[config.mk]
export PLATFORM = sky130hd
export DESIGN_NAME = dual_link_failover_controller_top
export DESIGN_NICKNAME = d
export VERILOG_FILES = /design/src/hw/rtl/dlfc_pkg.sv /design/src/hw/rtl/dlfc_cfg_regs.sv /design/src/hw/rtl/dlfc_core.sv /design/src/hw/rtl/dual_link_failover_controller_top.sv
export SDC_FILE = /design/constraint.sdc
export NUM_CORES = 2
export LEC_CHECK = 0
export BUFFER_PORTS_ARGS = -buffer_cell sky130_fd_sc_hd__buf_2
export CORE_AREA = 2 2 237 239
export CTS_CLUSTER_DIAMETER = 200
export CTS_CLUSTER_SIZE = 30
export DETAILED_ROUTE_END_ITERATION = 16
export DIE_AREA = 0 0 239 241
export PLACE_DENSITY = 0.73
export SKIP_LAST_GASP = 1
export SLEW_MARGIN = 40
export SYNTH_ARGS = -nofsm -noshare
export SYNTH_HDL_FRONTEND = slang
export SYNTH_SLANG_ARGS = --single-unit
[constraint.sdc]
create_clock -name clk -period 8.7 [get_ports clk]
set_input_delay 1.74 -clock clk [delete_from_list [all_inputs] [get_ports clk]]
set_output_delay 1.74 -clock clk [all_outputs]
set_load 0.1 [all_outputs]
[src/hw/rtl/dlfc_pkg.sv]
package dlfc_pkg;

  typedef enum logic [1:0] {
    MODE_TICK = 2'd0,
    MODE_TX   = 2'd1,
    MODE_CMD  = 2'd2,
    MODE_LOCK = 2'd3
  } mode_t;

  typedef enum logic [3:0] {
    CMD_PRIMARY    = 4'd0,
    CMD_BACKUP     = 4'd1,
    CMD_DUAL       = 4'd2,
    CMD_FB_ON      = 4'd3,
    CMD_FB_OFF     = 4'd4,
    CMD_QUERY      = 4'd5,
    CMD_ARM        = 4'd6,
    CMD_STAND_DOWN = 4'd7,
    CMD_REINIT     = 4'd8
  } cmd_t;

  localparam logic [1:0] LINK_PRIMARY = 2'd1;
  localparam logic [1:0] LINK_BACKUP  = 2'd2;

  localparam logic [1:0] RECONF_NONE    = 2'd0;
  localparam logic [1:0] RECONF_PRIMARY = 2'd1;
  localparam logic [1:0] RECONF_BACKUP  = 2'd2;

  localparam logic [1:0] EV_NONE    = 2'd0;
  localparam logic [1:0] EV_REPORT  = 2'd1;
  localparam logic [1:0] EV_REJECT  = 2'd2;
  localparam logic [1:0] EV_UNKNOWN = 2'd3;

  localparam int unsigned REG_IDX_W = 3;
  localparam int unsigned ADDR_W    = 5;

  localparam logic [REG_IDX_W-1:0] REG_RETRY    = 3'd0;
  localparam logic [REG_IDX_W-1:0] REG_TIMEOUT  = 3'd1;
  localparam logic [REG_IDX_W-1:0] REG_HYST     = 3'd2;
  localparam logic [REG_IDX_W-1:0] REG_CHECK    = 3'd3;
  localparam logic [REG_IDX_W-1:0] REG_REPORT   = 3'd4;

  localparam logic [7:0]  RETRY_RST   = 8'd3;
  localparam logic [31:0] TIMEOUT_RST = 32'd10000;
  localparam logic [31:0] HYST_RST    = 32'd30000;
  localparam logic [31:0] CHECK_RST   = 32'd5000;
  localparam logic [31:0] REPORT_RST  = 32'd30000;

  typedef struct packed {
    logic [7:0]  retry_limit;
    logic [31:0] failure_timeout_ms;
    logic [31:0] recovery_hysteresis_ms;
    logic [31:0] check_interval_ms;
    logic [31:0] report_interval_ms;
  } cfg_t;

  typedef struct packed {
    logic [1:0] mode;
    logic       primary_ok;
    logic       backup_ok;
    logic [3:0] command_code;
    logic       lock_value;
    logic       network_up;
  } item_t;

  typedef struct packed {
    logic [1:0]  link_mode;
    logic [1:0]  reconfigure;
    logic        locked;
    logic        fallback_on;
    logic        armed;
    logic [7:0]  primary_fails;
    logic [7:0]  backup_fails;
    logic        primary_stable;
    logic        backup_stable;
    logic [31:0] primary_age;
    logic [31:0] backup_age;
    logic [1:0]  event_res;
  } res_t;

endpackage

[src/hw/rtl/dlfc_cfg_regs.sv]
module dlfc_cfg_regs (
  input  logic                        clk,
  input  logic                        rst,
  input  logic                        psel,
  input  logic                        penable,
  input  logic                        pwrite,
  input  logic [dlfc_pkg::ADDR_W-1:0] paddr,
  input  logic [31:0]                 pwdata,
  output logic [31:0]                 prdata,
  output logic                        pready,
  output dlfc_pkg::cfg_t              cfg
);

  logic [dlfc_pkg::REG_IDX_W-1:0] idx;
  logic                           wr;

  assign idx    = paddr[dlfc_pkg::ADDR_W-1:2];
  assign wr     = psel && penable && pwrite;
  assign pready = 1'b1;

  always_ff @(posedge clk) begin
    if (rst) begin
      cfg.retry_limit            <= dlfc_pkg::RETRY_RST;
      cfg.failure_timeout_ms     <= dlfc_pkg::TIMEOUT_RST;
      cfg.recovery_hysteresis_ms <= dlfc_pkg::HYST_RST;
      cfg.check_interval_ms      <= dlfc_pkg::CHECK_RST;
      cfg.report_interval_ms     <= dlfc_pkg::REPORT_RST;
    end else if (wr) begin
      unique case (idx)
        dlfc_pkg::REG_RETRY:   cfg.retry_limit            <= pwdata[7:0];
        dlfc_pkg::REG_TIMEOUT: cfg.failure_timeout_ms     <= pwdata;
        dlfc_pkg::REG_HYST:    cfg.recovery_hysteresis_ms <= pwdata;
        dlfc_pkg::REG_CHECK:   cfg.check_interval_ms      <= pwdata;
        dlfc_pkg::REG_REPORT:  cfg.report_interval_ms     <= pwdata;
        default: ;
      endcase
    end
  end

  always_comb begin
    unique case (idx)
      dlfc_pkg::REG_RETRY:   prdata = {24'd0, cfg.retry_limit};
      dlfc_pkg::REG_TIMEOUT: prdata = cfg.failure_timeout_ms;
      dlfc_pkg::REG_HYST:    prdata = cfg.recovery_hysteresis_ms;
      dlfc_pkg::REG_CHECK:   prdata = cfg.check_interval_ms;
      dlfc_pkg::REG_REPORT:  prdata = cfg.report_interval_ms;
      default:               prdata = 32'd0;
    endcase
  end

endmodule

[src/hw/rtl/dlfc_core.sv]
module dlfc_core #(
  parameter int unsigned FCW = 8
) (
  input  logic            clk,
  input  logic            rst,
  input  logic            fire,
  input  dlfc_pkg::item_t item,
  input  dlfc_pkg::cfg_t  cfg,
  output dlfc_pkg::res_t  res
);

  localparam int unsigned CW = (FCW > 8) ? FCW : 8;
  localparam logic [FCW-1:0] CNT_MAX = {FCW{1'b1}};

  logic [31:0]    time_ms, time_ms_next;
  logic           primary_on, primary_on_next;
  logic           backup_on, backup_on_next;
  logic           fallback_enable, fallback_enable_next;
  logic           mode_lock, mode_lock_next;
  logic           armed_flag, armed_flag_next;
  logic [FCW-1:0] primary_fail_count, primary_fail_count_next;
  logic [FCW-1:0] backup_fail_count, backup_fail_count_next;
  logic [31:0]    primary_last_ok, primary_last_ok_next;
  logic [31:0]    backup_last_ok, backup_last_ok_next;
  logic [1:0]     stable_flags, stable_flags_next;
  logic [31:0]    last_check_time, last_check_time_next;
  logic [31:0]    last_report_time, last_report_time_next;

  logic [31:0] t_inc;
  logic [31:0] p_age_tick;
  logic [CW-1:0] retry_ext;
  logic [CW-1:0] pc_ext, bc_ext;
  logic [1:0]  reconf;
  logic [1:0]  ev;
  logic        p_failed;
  logic        p_recover;

  assign t_inc      = time_ms + 32'd1;
  assign p_age_tick = t_inc - primary_last_ok;
  assign retry_ext  = CW'(cfg.retry_limit);

  always_comb begin
    p_failed  = (CW'(primary_fail_count) >= retry_ext) ||
                ((primary_last_ok != 32'd0) && (p_age_tick > cfg.failure_timeout_ms));
    p_recover = (primary_last_ok != 32'd0) &&
                (p_age_tick > cfg.recovery_hysteresis_ms) && item.network_up;
  end

  always_comb begin
    time_ms_next            = time_ms;
    primary_on_next         = primary_on;
    backup_on_next          = backup_on;
    fallback_enable_next    = fallback_enable;
    mode_lock_next          = mode_lock;
    armed_flag_next         = armed_flag;
    primary_fail_count_next = primary_fail_count;
    backup_fail_count_next  = backup_fail_count;
    primary_last_ok_next    = primary_last_ok;
    backup_last_ok_next     = backup_last_ok;
    stable_flags_next       = stable_flags;
    last_check_time_next    = last_check_time;
    last_report_time_next   = last_report_time;
    reconf                  = dlfc_pkg::RECONF_NONE;
    ev                      = dlfc_pkg::EV_NONE;

    unique case (dlfc_pkg::mode_t'(item.mode))
      dlfc_pkg::MODE_TICK: begin
        time_ms_next = t_inc;
        if ((t_inc - last_check_time) > cfg.check_interval_ms) begin
          last_check_time_next = t_inc;
          if (fallback_enable && !mode_lock) begin
            if (primary_on && !backup_on) begin
              if (p_failed) begin
                primary_on_next = 1'b0;
                backup_on_next  = 1'b1;
                reconf          = dlfc_pkg::RECONF_BACKUP;
              end
            end else if (!primary_on && backup_on) begin
              if (p_recover) begin
                primary_on_next = 1'b1;
                backup_on_next  = 1'b0;
                reconf          = dlfc_pkg::RECONF_PRIMARY;
              end
            end
          end
        end
        if ((t_inc - last_report_time) > cfg.report_interval_ms) begin
          ev                    = dlfc_pkg::EV_REPORT;
          last_report_time_next = t_inc;
        end
      end
      dlfc_pkg::MODE_TX: begin
        if (primary_on) begin
          if (item.primary_ok) begin
            primary_last_ok_next    = time_ms;
            primary_fail_count_next = '0;
          end else if (primary_fail_count != CNT_MAX) begin
            primary_fail_count_next = primary_fail_count + FCW'(1);
          end
        end
        if (backup_on) begin
          if (item.backup_ok) begin
            backup_last_ok_next    = time_ms;
            backup_fail_count_next = '0;
          end else if (backup_fail_count != CNT_MAX) begin
            backup_fail_count_next = backup_fail_count + FCW'(1);
          end
        end
        stable_flags_next[0] = !primary_on || (CW'(primary_fail_count_next) < retry_ext);
        stable_flags_next[1] = !backup_on || (CW'(backup_fail_count_next) < retry_ext);
      end
      dlfc_pkg::MODE_CMD: begin
        if (mode_lock && (item.command_code != dlfc_pkg::CMD_ARM) &&
            (item.command_code != dlfc_pkg::CMD_STAND_DOWN) &&
            (item.command_code != dlfc_pkg::CMD_REINIT)) begin
          ev = dlfc_pkg::EV_REJECT;
        end else begin
          unique case (item.command_code)
            dlfc_pkg::CMD_PRIMARY: begin
              primary_on_next = 1'b1;
              backup_on_next  = 1'b0;
              if (!(primary_on && !backup_on)) reconf = dlfc_pkg::RECONF_PRIMARY;
            end
            dlfc_pkg::CMD_BACKUP: begin
              primary_on_next = 1'b0;
              backup_on_next  = 1'b1;
              if (!(backup_on && !primary_on)) reconf = dlfc_pkg::RECONF_BACKUP;
            end
            dlfc_pkg::CMD_DUAL: begin
              primary_on_next = 1'b1;
              backup_on_next  = 1'b1;
            end
            dlfc_pkg::CMD_FB_ON:  fallback_enable_next = 1'b1;
            dlfc_pkg::CMD_FB_OFF: fallback_enable_next = 1'b0;
            dlfc_pkg::CMD_QUERY:  ev = dlfc_pkg::EV_REPORT;
            dlfc_pkg::CMD_ARM:    armed_flag_next = 1'b1;
            dlfc_pkg::CMD_STAND_DOWN: begin
              armed_flag_next = 1'b0;
              mode_lock_next  = 1'b0;
            end
            dlfc_pkg::CMD_REINIT: begin
              primary_on_next         = 1'b1;
              backup_on_next          = 1'b0;
              fallback_enable_next    = 1'b1;
              mode_lock_next          = 1'b0;
              primary_fail_count_next = '0;
              backup_fail_count_next  = '0;
              primary_last_ok_next    = 32'd0;
              backup_last_ok_next     = 32'd0;
              stable_flags_next       = 2'b00;
              last_check_time_next    = time_ms;
              last_report_time_next   = time_ms;
            end
            default: ev = dlfc_pkg::EV_UNKNOWN;
          endcase
        end
      end
      dlfc_pkg::MODE_LOCK: mode_lock_next = item.lock_value;
      default: ;
    endcase
  end

  always_comb begin
    pc_ext              = CW'(primary_fail_count_next);
    bc_ext              = CW'(backup_fail_count_next);
    res.link_mode       = {backup_on_next, primary_on_next};
    res.reconfigure     = reconf;
    res.locked          = mode_lock_next;
    res.fallback_on     = fallback_enable_next;
    res.armed           = armed_flag_next;
    res.primary_fails   = pc_ext[7:0];
    res.backup_fails    = bc_ext[7:0];
    res.primary_stable  = stable_flags_next[0];
    res.backup_stable   = stable_flags_next[1];
    res.primary_age     = (primary_last_ok_next != 32'd0) ?
                          (time_ms_next - primary_last_ok_next) : 32'd0;
    res.backup_age      = (backup_last_ok_next != 32'd0) ?
                          (time_ms_next - backup_last_ok_next) : 32'd0;
    res.event_res       = ev;
  end

  always_ff @(posedge clk) begin
    if (rst) begin
      time_ms            <= 32'd0;
      primary_on         <= 1'b1;
      backup_on          <= 1'b0;
      fallback_enable    <= 1'b1;
      mode_lock          <= 1'b0;
      armed_flag         <= 1'b0;
      primary_fail_count <= '0;
      backup_fail_count  <= '0;
      primary_last_ok    <= 32'd0;
      backup_last_ok     <= 32'd0;
      stable_flags       <= 2'b00;
      last_check_time    <= 32'd0;
      last_report_time   <= 32'd0;
    end else if (fire) begin
      time_ms            <= time_ms_next;
      primary_on         <= primary_on_next;
      backup_on          <= backup_on_next;
      fallback_enable    <= fallback_enable_next;
      mode_lock          <= mode_lock_next;
      armed_flag         <= armed_flag_next;
      primary_fail_count <= primary_fail_count_next;
      backup_fail_count  <= backup_fail_count_next;
      primary_last_ok    <= primary_last_ok_next;
      backup_last_ok     <= backup_last_ok_next;
      stable_flags       <= stable_flags_next;
      last_check_time    <= last_check_time_next;
      last_report_time   <= last_report_time_next;
    end
  end

endmodule

[src/hw/rtl/dual_link_failover_controller_top.sv]
// a request is captured in the input register and its result in the result register
// throughput: one request per cycle while the output is not stalled; the state update
// for one request is combinational logic between the input and result registers
// reset: synchronous, active high; link state returns to primary only,
// counters and timestamps clear, and the control registers take their defaults
module dual_link_failover_controller_top #(
  parameter int unsigned FAIL_COUNT_WIDTH = 8
) (
  input  logic                        clk,
  input  logic                        rst,
  input  logic                        psel,
  input  logic                        penable,
  input  logic                        pwrite,
  input  logic [dlfc_pkg::ADDR_W-1:0] paddr,
  input  logic [31:0]                 pwdata,
  output logic [31:0]                 prdata,
  output logic                        pready,
  input  logic                        in_valid,
  output logic                        in_stall,
  input  logic [1:0]                  mode,
  input  logic                        primary_ok,
  input  logic                        backup_ok,
  input  logic [3:0]                  command_code,
  input  logic                        lock_value,
  input  logic                        network_up,
  output logic                        out_valid,
  input  logic                        out_stall,
  output logic [1:0]                  link_mode,
  output logic [1:0]                  reconfigure,
  output logic                        locked,
  output logic                        fallback_on,
  output logic                        armed,
  output logic [7:0]                  primary_fails,
  output logic [7:0]                  backup_fails,
  output logic                        primary_stable,
  output logic                        backup_stable,
  output logic [31:0]                 primary_age,
  output logic [31:0]                 backup_age,
  output logic [1:0]                  event_res
);

  dlfc_pkg::cfg_t  cfg;
  dlfc_pkg::item_t s1_item;
  dlfc_pkg::res_t  res;
  dlfc_pkg::res_t  res_q;
  logic            s1_valid;
  logic            adv;

  dlfc_cfg_regs u_cfg (
    .clk     (clk),
    .rst     (rst),
    .psel    (psel),
    .penable (penable),
    .pwrite  (pwrite),
    .paddr   (paddr),
    .pwdata  (pwdata),
    .prdata  (prdata),
    .pready  (pready),
    .cfg     (cfg)
  );

  dlfc_core #(
    .FCW (FAIL_COUNT_WIDTH)
  ) u_core (
    .clk  (clk),
    .rst  (rst),
    .fire (adv),
    .item (s1_item),
    .cfg  (cfg),
    .res  (res)
  );

  assign adv      = s1_valid && (!out_valid || !out_stall);
  assign in_stall = s1_valid && !adv;

  always_ff @(posedge clk) begin
    if (rst) begin
      s1_valid <= 1'b0;
    end else if (!in_stall) begin
      s1_valid <= in_valid;
    end
  end

  always_ff @(posedge clk) begin
    if (in_valid && !in_stall) begin
      s1_item.mode         <= mode;
      s1_item.primary_ok   <= primary_ok;
      s1_item.backup_ok    <= backup_ok;
      s1_item.command_code <= command_code;
      s1_item.lock_value   <= lock_value;
      s1_item.network_up   <= network_up;
    end
  end

  always_ff @(posedge clk) begin
    if (rst) begin
      out_valid <= 1'b0;
    end else if (!out_valid || !out_stall) begin
      out_valid <= s1_valid;
    end
  end

  always_ff @(posedge clk) begin
    if (adv) begin
      res_q <= res;
    end
  end

  assign link_mode      = res_q.link_mode;
  assign reconfigure    = res_q.reconfigure;
  assign locked         = res_q.locked;
  assign fallback_on    = res_q.fallback_on;
  assign armed          = res_q.armed;
  assign primary_fails  = res_q.primary_fails;
  assign backup_fails   = res_q.backup_fails;
  assign primary_stable = res_q.primary_stable;
  assign backup_stable  = res_q.backup_stable;
  assign primary_age    = res_q.primary_age;
  assign backup_age     = res_q.backup_age;
  assign event_res      = res_q.event_res;

endmodule

* Yosys cells after proc, flatten, opt, wreduce, memory -nomap -nowiden
Index checks and enable logic that the tools add are counted.
** Cells by class
- Magnitude comparators :: 7
- Reductions and logical operators :: 45
- Equality and inequality tests :: 24
- $add $sub $neg :: 8
- Muxes and demuxes :: 77
** Operators with widths (count)
- $mux 32 :: 13
- $pmux 32 s2 :: 4
- $pmux 32 s5 :: 1
- $sub 32x32->32 :: 5
- $gt 32x32->1 :: 4
- $mux 8 :: 12
- $reduce_bool 32->1 :: 3
- $add 32x1->32 const B :: 1
- $pmux 8 s2 :: 2
- $mux 1 :: 23
- $mux 2 :: 10
- $pmux 2 s2 :: 5
- $add 8x1->8 const B :: 2
- $eq 4x3->1 const B :: 4
- $lt 8x8->1 :: 2
- $ne 8x8->1 const B :: 2
- $logic_and 1x1->1 :: 14
- $pmux 1 s2 :: 7
- $reduce_and 2->1 :: 5
- $reduce_and 5->1 :: 2
- $eq 4x2->1 const B :: 2
- $ge 8x8->1 :: 1
- $ne 4x3->1 const B :: 2
- $reduce_or 2->1 :: 4
- other kinds (18) :: 31
** Word-level totals
- Bits in registers :: 422
- Output and inout bits :: 126
- Bits of input ports :: 54
- Word-level logic and storage cells :: 199

* Logic depth before layout (Yosys ltp)
- Depth after elaboration :: 11
- Gate-level depth with buffers :: 31
- Depth with buffers taken out :: 28

* Hierarchy
A second synthesis with hierarchy kept.
** Second synthesis, totals
- Cell total of the unflattened synthesis :: 3718
- Area, all modules :: 31348.8 um^2
** Modules (own cells, without submodules)
- dlfc_core :: cells an instance 2949, instances 1, area an instance 21768.4 um^2, sequential area each 3663.5 um^2
- dlfc_cfg_regs :: cells an instance 658, instances 1, area an instance 6461.2 um^2, sequential area each 2722.6 um^2
- dual_link_failover_controller_top :: cells an instance 111, instances 1, area an instance 3119.2 um^2, sequential area each 3072.9 um^2

* Least setup slack after synthesis
No wires, ideal clock.
- Kind :: reg2reg
- Start :: reg u_core.time_ms[0]
- End :: reg res_q, in the netlist link_mode[0], data pin
- Setup slack :: 2.353 ns
- Period minus slack after synthesis :: 6.347 ns
- Stages on the path, launching flop included :: 30
- Required time :: 8.438 ns
- Buffers on the path :: 2
- Arrival time :: 6.085 ns
- Setup time :: 0.262 ns
- Cells stage by stage :: dfxtp_1 > ha_1 > and3_1 > buf_2 > and4_1 > and2_1 > clkbuf_1 > nand3_1 > xnor2_1 > ha_1 > nand2_1 > o21ai_0 > o41ai_1 > a2bb2oi_1 > o31ai_2 > or4b_4 > a311oi_4 > o21ai_1 > a21oi_2 > xnor2_1 > ha_1 > nand4_1 > nor4_1 > nand2_1 > or4_1 > nand3_1 > nor4_1 > nand3_1 > a211oi_1 > or2_2
** RTL lines
- from (decl) :: line dlfc_core.sv:15 : logic [31:0] time_ms, time_ms_next;
- from (signal assigned) :: line dlfc_core.sv:198 : time_ms <= time_ms_next;
- to (signal assigned) :: line dual_link_failover_controller_top.sv:105 : res_q <= res;
- to (decl) :: line dual_link_failover_controller_top.sv:45 : dlfc_pkg::res_t res_q;

==> impl_metrics.csv <==
group,metric,value,unit
status,status,"finished clean",
pwr,p_sw_frac,0.373,
pwr,power_switching,0.00182,W
worst_setup_path,path_class,"reg -> reg",
logic_synthesis,async_reset_ff_frac,0,
clocking,cts_root_buffer,"clkbuf_16",
cells_and_area,nNetsFinal,4138,
drt,drc,0,
sta,fin_setup_tns,0,ps
cells_and_area,final_common_cell,"nand2_1",
sta,setup-violations-final,0,
placement,post-place-ws,742,ps
global_routing,track_usage,0.299,
global_routing,grt_pass1_wl,136,mm
drt,ant_nets,0,
logic_synthesis,synth_fp_nets,4089,
clocking,post_cts_resized,0,
worst_setup_path,worst_setup_path_start_kind,"register",
pwr,vdd_drop_max,0.115,mV
sta,rsz0062_at_grt,"false",
worst_hold_path,min_path_cells,2,
clocking,cts_sinks,422,
cells_and_area,n_fill_cell,5063,
sta,worstMarginPinSlew,836,ps
clocking,cts_made_buffers,18,
sta,period_minus_slack,8320,ps
sta,fmax,120,MHz
clocking,htree_levels,1,
global_routing,grt_pass1_vias,24800,
worst_setup_path,crit_family,"compound AO/OA/AOI/OAI gates",
global_routing,antenna_found_initial,1,
floorplanning,die_x,239,um
drt,wl_met1,38.2,mm
floorplanning,core,0.0549,mm2
worst_hold_path,holdCritPathClass,"reg -> reg",
clocking,tritoncts,"built",
drt,drtIter0Drc,2652,
floorplanning,std_cell_rows,86,
placement,hpwlAfterDp,67.8,mm
logic_synthesis,ys.flop_type,"dfxtp_1",
sta,max_slew_margin,0.439,
worst_setup_path,worstPathArrival,8620,ps
drt,firstDrtPassIters,6,
logic_synthesis,synth-edff-count,101,
floorplanning,fp.dieH,241,um
drt,dr_total_vias,27000,
drt,highest_layer,"met5",
worst_setup_path,critPathRequiredTime,9000,ps
cells_and_area,final_cells,4479,
sta,fin_skew,53.0,ps
clocking,cts_setup_buffers,0,
floorplanning,initial_core_util,0.546,
clocking,hold_buffers,0,
cells_and_area,area_delta_synth_final,6.87,%
clocking,cts_buffer_depth,3,
run,drv_cap,0,
clocking,clkTransAtPathRegs,120,ps
drt,wl_per_cell,19.9,um
cells_and_area,final_layout_size_suffix_gt1_frac,0.0771,
sta,worst_slack,377,ps
worst_setup_path,critPathSlowestCell,"a211oi_1",
floorplanning,ios,180,
floorplanning,die-area,0.0576,mm2
worst_setup_path,r2r_cells,29,
worst_setup_path,path_buf_inv,2,
global_routing,overflow,0,
pwr,p_leak,13.3,nW
logic_synthesis,synth_seq_area_share,0.316,
pwr,pwr-share-clk,0.225,
worst_hold_path,min_to,"u_cfg.cfg[65]",
pwr,power.internal,0.00305,W
logic_synthesis,syn-mean-instance-area,8.05,um2
worst_setup_path,worst-path-max-fanout,9,
pwr,pwr-share-seq,0.444,
pwr,share_comb_of_total_power,0.331,
worst_hold_path,hp-start,"u_cfg.cfg[65]",
logic_synthesis,netlist_instances,3718,
worst_setup_path,r2r_slack,380,ps
worst_setup_path,reg2reg_to,"link_mode[1]",
cells_and_area,diodes,0,
sta,finalCritPeriodShare,0.957,
drt,viasPerCell,6.02,
cells_and_area,layout_common_cells,"nand2_1, nor2_1, dfxtp_1",
logic_synthesis,yosys_warnings,0,
global_routing,grt_start_max_net_pins,142,
pwr,p_per_area,152,mW/mm2
logic_synthesis,ys_types,82,
sta,hold_violations,0,
drt,totalWireLength,89.0,mm
placement,dpl.cell_count,4450,
logic_synthesis,synth-seq-cells,422,
drt,dr_wl_met3,6.68,mm
drt,wl_met2,40.6,mm
worst_setup_path,r2r-start,"u_core.time_ms[1]",
placement,io_buffers,176,
worst_setup_path,critPathCaptureType,"register",
sta,drv_slew,0,
clocking,insertion_delay,600,ps
worst_setup_path,cp_slowest_stage_delay,630,ps
logic_synthesis,synthesis.area,0.0299,mm2
placement,gp_congestion,0.957,
## power groups by stage
stage	logic, W	clock network (W)	registers, W
finish	0.00161	0.00109	0.00216
global route	0.00176	0.00117	0.00217
CTS	0.00159	0.00110	0.00216
detailed placement	0.00158	0	0.00220
global placement	0.00156	0	0.00220
floorplan	0.000927	0	0.00247
## metrics by stage
step           instance area (um2)  hold WS, ps  utilization  power (W)
3_5_place_dp                 31400          447        0.573    0.00378
2_1_floorplan                29900          436            -    0.00339
3_3_place_gp                 31400          443        0.572    0.00376
4_1_cts                      32000          464        0.582    0.00485
5_1_grt                      32000          477        0.583    0.00509
6_report                     32000          466        0.583    0.00487
## cell usage after synthesis (55+ instances only)
cell type    n  area, um2
a211oi_1   113        848
a21o_1     107        803
a21oi_1    300       1500
a22oi_1    125        938
clkbuf_1   151        567
dfxtp_1    321       6430
edfxtp_1   101       3030
ha_1       312       3900
inv_1      271       1020
nand2_1    434       1630
nand3_1     73        365
nor2_1     378       1420
nor3_1      55        275
o21ai_0    153        766
xnor2_1    134       1170
xor2_1     106        928
## tightest hold or removal path, stage by stage (launching register included)
cell and delay (ps):
dfxtp_1 330, nand2_1 50, a21oi_1 60
## registers in the layout, indices dropped and copies added (netlist names), 2 cells and up
| signal | count |
|---|---|
| u_core.backup_last_ok | 32 |
| link_mode | 2 |
| u_core.last_report_time | 32 |
| u_core.time_ms | 32 |
| u_core.primary_fail_count | 8 |
| u_core.last_check_time | 32 |
| u_core.primary_last_ok | 32 |
| primary_age | 32 |
| u_core.stable_flags | 2 |
| reconfigure | 2 |
| primary_fails | 8 |
| s1_item | 10 |
| u_core.backup_fail_count | 8 |
| event_res | 2 |
| u_cfg.cfg | 136 |
| backup_fails | 8 |
| backup_age | 32 |
## layer usage
metal  track usage  vias to the layer above
met1         0.397                    12600
met2         0.490                      968
met4         0.119                        2
met5             0                        -
li1              -                    13200
met3        0.0448                      157
## kinds of logic after synthesis
kind of cell,share of synthesized area
simple gates,0.185
compound gates,0.221
flops,0.316
other cells,0.000125
fa+ha+maj,0.134
buf+inv,0.0598
xor+xnor,0.0707
mux,0.0141
## cell type report
class / instances / area (um2) / area share
multi-input cells: 2831 / 18800 / 0.588
flip-flops and latches: 422 / 9460 / 0.296
repair buffers: 222 / 1290 / 0.0403
inverters: 272 / 1030 / 0.0323
well taps: 704 / 881 / 0.0275
clock buffers: 27 / 505 / 0.0158
clock inverters: 1 / 30.0 / 0.000938
## worst max-delay path by stage
stage,start,to,slack (ps),cells past startpoint
after floorplan,u_core.time_ms[0],link_mode[0],2350,29
after global placement,u_core.time_ms[1],link_mode[1],830,29
after detailed placement,u_core.time_ms[1],link_mode[1],740,29
after CTS,u_core.time_ms[1],link_mode[1],660,29
after global routing,u_core.time_ms[2],u_core.last_check_time[21],30,27
final,u_core.time_ms[1],link_mode[1],380,29
Note: power is estimated with default switching activity, not from simulation.
